## src/hdl/bpc_pkg.sv

```systemverilog
// Shared types and constants for the barometric compensation pipeline.
`default_nettype none

package bpc_pkg;

    localparam int CAL_W   = 16;
    localparam int RAW_W   = 24;
    localparam int TEMP_W  = 16;
    localparam int PRES_W  = 18;
    localparam int ADDR_W  = 5;
    localparam int DATA_W  = 32;
    localparam int NUM_STG = 9;

    // compensated offset and sensitivity, and the pressure product after the first shift
    localparam int SENS_W = 41;
    localparam int X_W    = 45;

    localparam logic [2:0] REG_C1 = 3'd0;
    localparam logic [2:0] REG_C2 = 3'd1;
    localparam logic [2:0] REG_C3 = 3'd2;
    localparam logic [2:0] REG_C4 = 3'd3;
    localparam logic [2:0] REG_C5 = 3'd4;
    localparam logic [2:0] REG_C6 = 3'd5;

    localparam logic signed [18:0] TEMP_REF  = 19'sd2000;
    localparam logic signed [18:0] TEMP_COLD = 19'sd1500;

    localparam logic signed [19:0]       TEMP_LO = -20'sd32768;
    localparam logic signed [19:0]       TEMP_HI = 20'sd32767;
    localparam logic signed [30:0]       PRES_HI = 31'sd262143;
    localparam logic [PRES_W-1:0]        PRES_MAX = 18'h3FFFF;

    typedef struct packed {
        logic en_mul;
        logic en_sum;
    } t_mul_ctl;

endpackage

`default_nettype wire

```

## src/hdl/bpc_pmul.sv

```systemverilog
// Two-stage split multiplier: raw pressure times compensated sensitivity, shifted by 21.
`default_nettype none

module bpc_pmul
    import bpc_pkg::*;
(
    input  wire logic                     i_clk,
    input  wire t_mul_ctl                 i_ctl,
    input  wire logic [RAW_W-1:0]         i_d1,
    input  wire logic signed [SENS_W-1:0] i_sens,
    output logic signed [X_W-1:0]         o_x
);

    logic [43:0]        r_lo;
    logic signed [45:0] r_hi;
    logic signed [X_W-1:0] r_x;

    logic [43:0]        n_lo;
    logic signed [45:0] n_hi;
    logic signed [65:0] n_prod;

    always_comb begin
        n_lo   = i_d1 * i_sens[19:0];
        n_hi   = $signed({1'b0, i_d1}) * $signed(i_sens[SENS_W-1:20]);
        n_prod = $signed({r_hi, 20'h00000}) + $signed({22'b0, r_lo});
    end

    always_ff @(posedge i_clk) begin
        if (i_ctl.en_mul) begin
            r_lo <= n_lo;
            r_hi <= n_hi;
        end
        if (i_ctl.en_sum) begin
            r_x <= n_prod[65:21];
        end
    end

    assign o_x = r_x;

endmodule

`default_nettype wire

```

## config.mk

```make
export PLATFORM = sky130hd
export DESIGN_NAME = bpc_pmul
export DESIGN_NICKNAME = d
export VERILOG_FILES = /design/src/hdl/bpc_pkg.sv /design/src/hdl/bpc_pmul.sv
export SDC_FILE = /design/constraint.sdc
export NUM_CORES = 2
export LEC_CHECK = 0
export CELL_PAD_IN_SITES_DETAIL_PLACEMENT = 0
export CELL_PAD_IN_SITES_GLOBAL_PLACEMENT = 2
export CORE_MARGIN = 3
export CORE_UTILIZATION = 45
export DETAILED_ROUTE_END_ITERATION = 8
export DONT_BUFFER_PORTS = 1
export GPL_ROUTABILITY_DRIVEN = 0
export GPL_TIMING_DRIVEN = 0
export PLACE_DENSITY = 0.95
export SETUP_SLACK_MARGIN = 0.2
export SYNTH_ARGS = -nofsm -noshare
export SYNTH_HDL_FRONTEND = slang
export SYNTH_SLANG_ARGS = --single-unit
```

## constraint.sdc

```tcl
create_clock -name i_clk -period 27.1 [get_ports i_clk]
set_input_delay 8.13 -clock i_clk [delete_from_list [all_inputs] [get_ports i_clk]]
set_output_delay 8.13 -clock i_clk [all_outputs]
set_load 0.02 [all_outputs]
```

==> out/qor.yml <==
global_routing:
  grt_pass1_vias: 28860
  antenna_found_initial: 15
  grt_pass1_wl_mm: 179
  grt_max_degree: 71
  grt_remaining_overflow: 0
  grt_use_total_pct: 28.2
layout:
  drive_above_1_share_pct: 1.71
  fillers: 7948
  area_growth_pct: 5.33
  nets: 5258
  layout_commonest_cell: "inv_1"
  mostFrequentLayoutCells: "950 x inv_1, 808 x fa_1, 600 x nand2_1"
logic_synthesis:
  synthCells: 4005
  synth_ff_type: "edfxtp_1"
  yosys_warnings: 0
  synth-seq-cells: 115
  ys_types: 71
  syn-num-nets: 5239
  ys_seq_area_share_pct: 9.28
  async_reset_ff_share_pct: 0
  synth_edf_count: 115
  syn_area_um2: 37200
  syn_area_per_cell_um2: 9.29
clocking:
  cts_sinks: 115
  worstSkewPairLatency_ns: 0.43
  ctsHoldBuffers: 0
  root_buffer: "clkbuf_16"
  htreeDepth: 4
  cts_resized: 0
  clkTransAtPathRegs_ns: 0.06
  cts_tree: "built"
  postCtsSetupBuffers: 0
  cts_made_buffers: 17
  clock_path_buffers: 2
timing:
  timing.final.ws_setup_ns: 11.50
  fin_crit_sh_pct: 57.5
  setup_tns_ns: 0
  maxClockFrequency_ghz: 0.0641
  hold_violations: 0
  min_period_ns: 15.60
  maxSlewHeadroom_pct: 13.4
  hold_slack_ns: 0.572
  tightestPinTransition_ns: 1.30
  setup_viol: 0
  skew_ns: 0.0106
  rsz0062_at_grt: "no"
  slew_violations: 0
critical_path:
  worstPathMaxFanout: 10
  path_class: "in2reg"
  crit_path_start_kind: "input port"
  worst_setup_path_end_kind: "flip-flop"
  worstPathRequired_ns: 27.31
  r2r_setup_slack_ns: 23.69
  cp_data_arrival_time_ns: 15.81
floorplan:
  rows: 104
  die_y_um: 294
  pin_count: 113
  dieArea_um2: 86100
  fp.dieW_um: 294
  start_util_pct: 45.8
  core_um2: 81200
hold_path:
  hold_path.class: "reg2reg"
detailed_routing:
  drt-initial-drc-count: 2077
  wl_per_cell_um: 23.2
  wirelength_mm: 118
  drt.antenna.violating_nets: 0
  drc: 0
  dr.pass1.iters: 7
  num_vias: 27455
  routed_via_density: 5.38
flow_run:
  maxCapViolCount: 0
outcome:
  status: "finished clean"
placement:
  dp_hpwl_mm: 99.2
  pre_cts_slack_ns: 11.14
  portBuffers: 0
final timing paths:
check,start,cells after the start,endpoint
max reg2reg,r_hi[2]$_DFFE_PP_,10,o_x[41]$_DFFE_PP_
max,i_d1[10],22,r_lo[41]$_DFFE_PP_
min,r_hi[45]$_DFFE_PP_,1,o_x[44]$_DFFE_PP_
min reg2reg,r_hi[45]$_DFFE_PP_,1,o_x[44]$_DFFE_PP_
through the flow:
stage	std cells	utilization, %	area [µm²]
final	5102	48.2	39200
after global routing	5097	48.2	39200
after CTS	5097	48.2	39200
after detailed placement	5065	47.4	38500
after global placement	5065	47.4	38500
after floorplan	4005	-	37200
layer usage:
layer | global-route usage (%) | vias up | wire, µm | part of all wire, %
met5 | 0 | - | 13 | 0.011
met1 | 36.0 | 14114 | 45400 | 38
met3 | 7.04 | 255 | 11400 | 9.7
met4 | 11.7 | 2 | 5920 | 5.0
li1 | - | 11947 | - | -
met2 | 45.9 | 1137 | 55500 | 47
layout make-up:
type / count / area [µm²] / share of cell area [%]
clock inverter: 15 / 218 / 0.556
tap: 1060 / 1330 / 3.39
antenna: 5 / 12.5 / 0.0319
buffer: 198 / 767 / 1.96
clock buffer: 17 / 425 / 1.09
sequential: 115 / 3450 / 8.81
multi-input combinational: 2741 / 29400 / 75.1
inverter: 951 / 3570 / 9.11
critical path, cell delays in order:
cell and delay [ns]:
clkbuf_1 0.93, nand2_1 0.21, fa_1 0.57, fa_1 0.48, fa_1 0.55, inv_1 0.06, fa_1 0.55, fa_1 0.46
fa_1 0.50, inv_1 0.05, fa_1 0.48, inv_1 0.04, ha_1 0.33, o21ai_0 0.12, o22ai_1 0.27, o32ai_2 0.15
a31oi_4 0.36, a41oi_2 0.24, o41ai_4 0.57, a21oi_1 0.24, o21ai_1 0.19, xor2_1 0.30
kinds of logic after synthesis:
| group | Yosys count | share of synthesized area (%) |
|---|---|---|
| xor gates and xnor gates | 111 | 2.61 |
| and+or+nand+nor | 1185 | 15.6 |
| buffers and inverters | 1149 | 11.7 |
| AOI/OAI and AO/OA | 278 | 5.25 |
| adders and majority gates | 1166 | 55.5 |
| muxes | 1 | 0.0269 |
| DFF | 115 | 9.28 |
flip-flops by register name (all words and copies together) (netlist names):
signal,flops
r_hi,46
r_lo,24
o_x,45
Yosys cell counts (3+ instances only):
cell,count,area share (%)
nand2b_1,21,0.35
xnor2_1,73,1.7
nor3_2,3,0.081
nor2b_1,24,0.40
a21oi_1,90,1.2
inv_1,950,9.6
nand4_1,23,0.39
a31oi_1,9,0.15
xor2_1,38,0.89
a31o_2,3,0.071
a21o_1,59,1.2
a22oi_1,3,0.061
o21a_1,8,0.16
nor3_1,5,0.067
and3_1,17,0.29
a211oi_1,5,0.10
o21bai_1,14,0.28
buf_4,5,0.10
ha_1,358,12
o21ai_0,33,0.44
nand3_1,33,0.44
buf_2,4,0.054
o211ai_1,5,0.10
and2_1,406,6.8
edfxtp_1,115,9.3
a2111oi_4,3,0.22
or3_1,4,0.067
nor2_1,36,0.36
and4_1,5,0.12
clkbuf_1,189,1.9
fa_1,808,43
nand2_1,600,6.1
o21ai_1,8,0.11
Power is left out: the tool's default activity adds up to more than one toggle a clock period on the data nets, which glitch-free logic cannot reach.
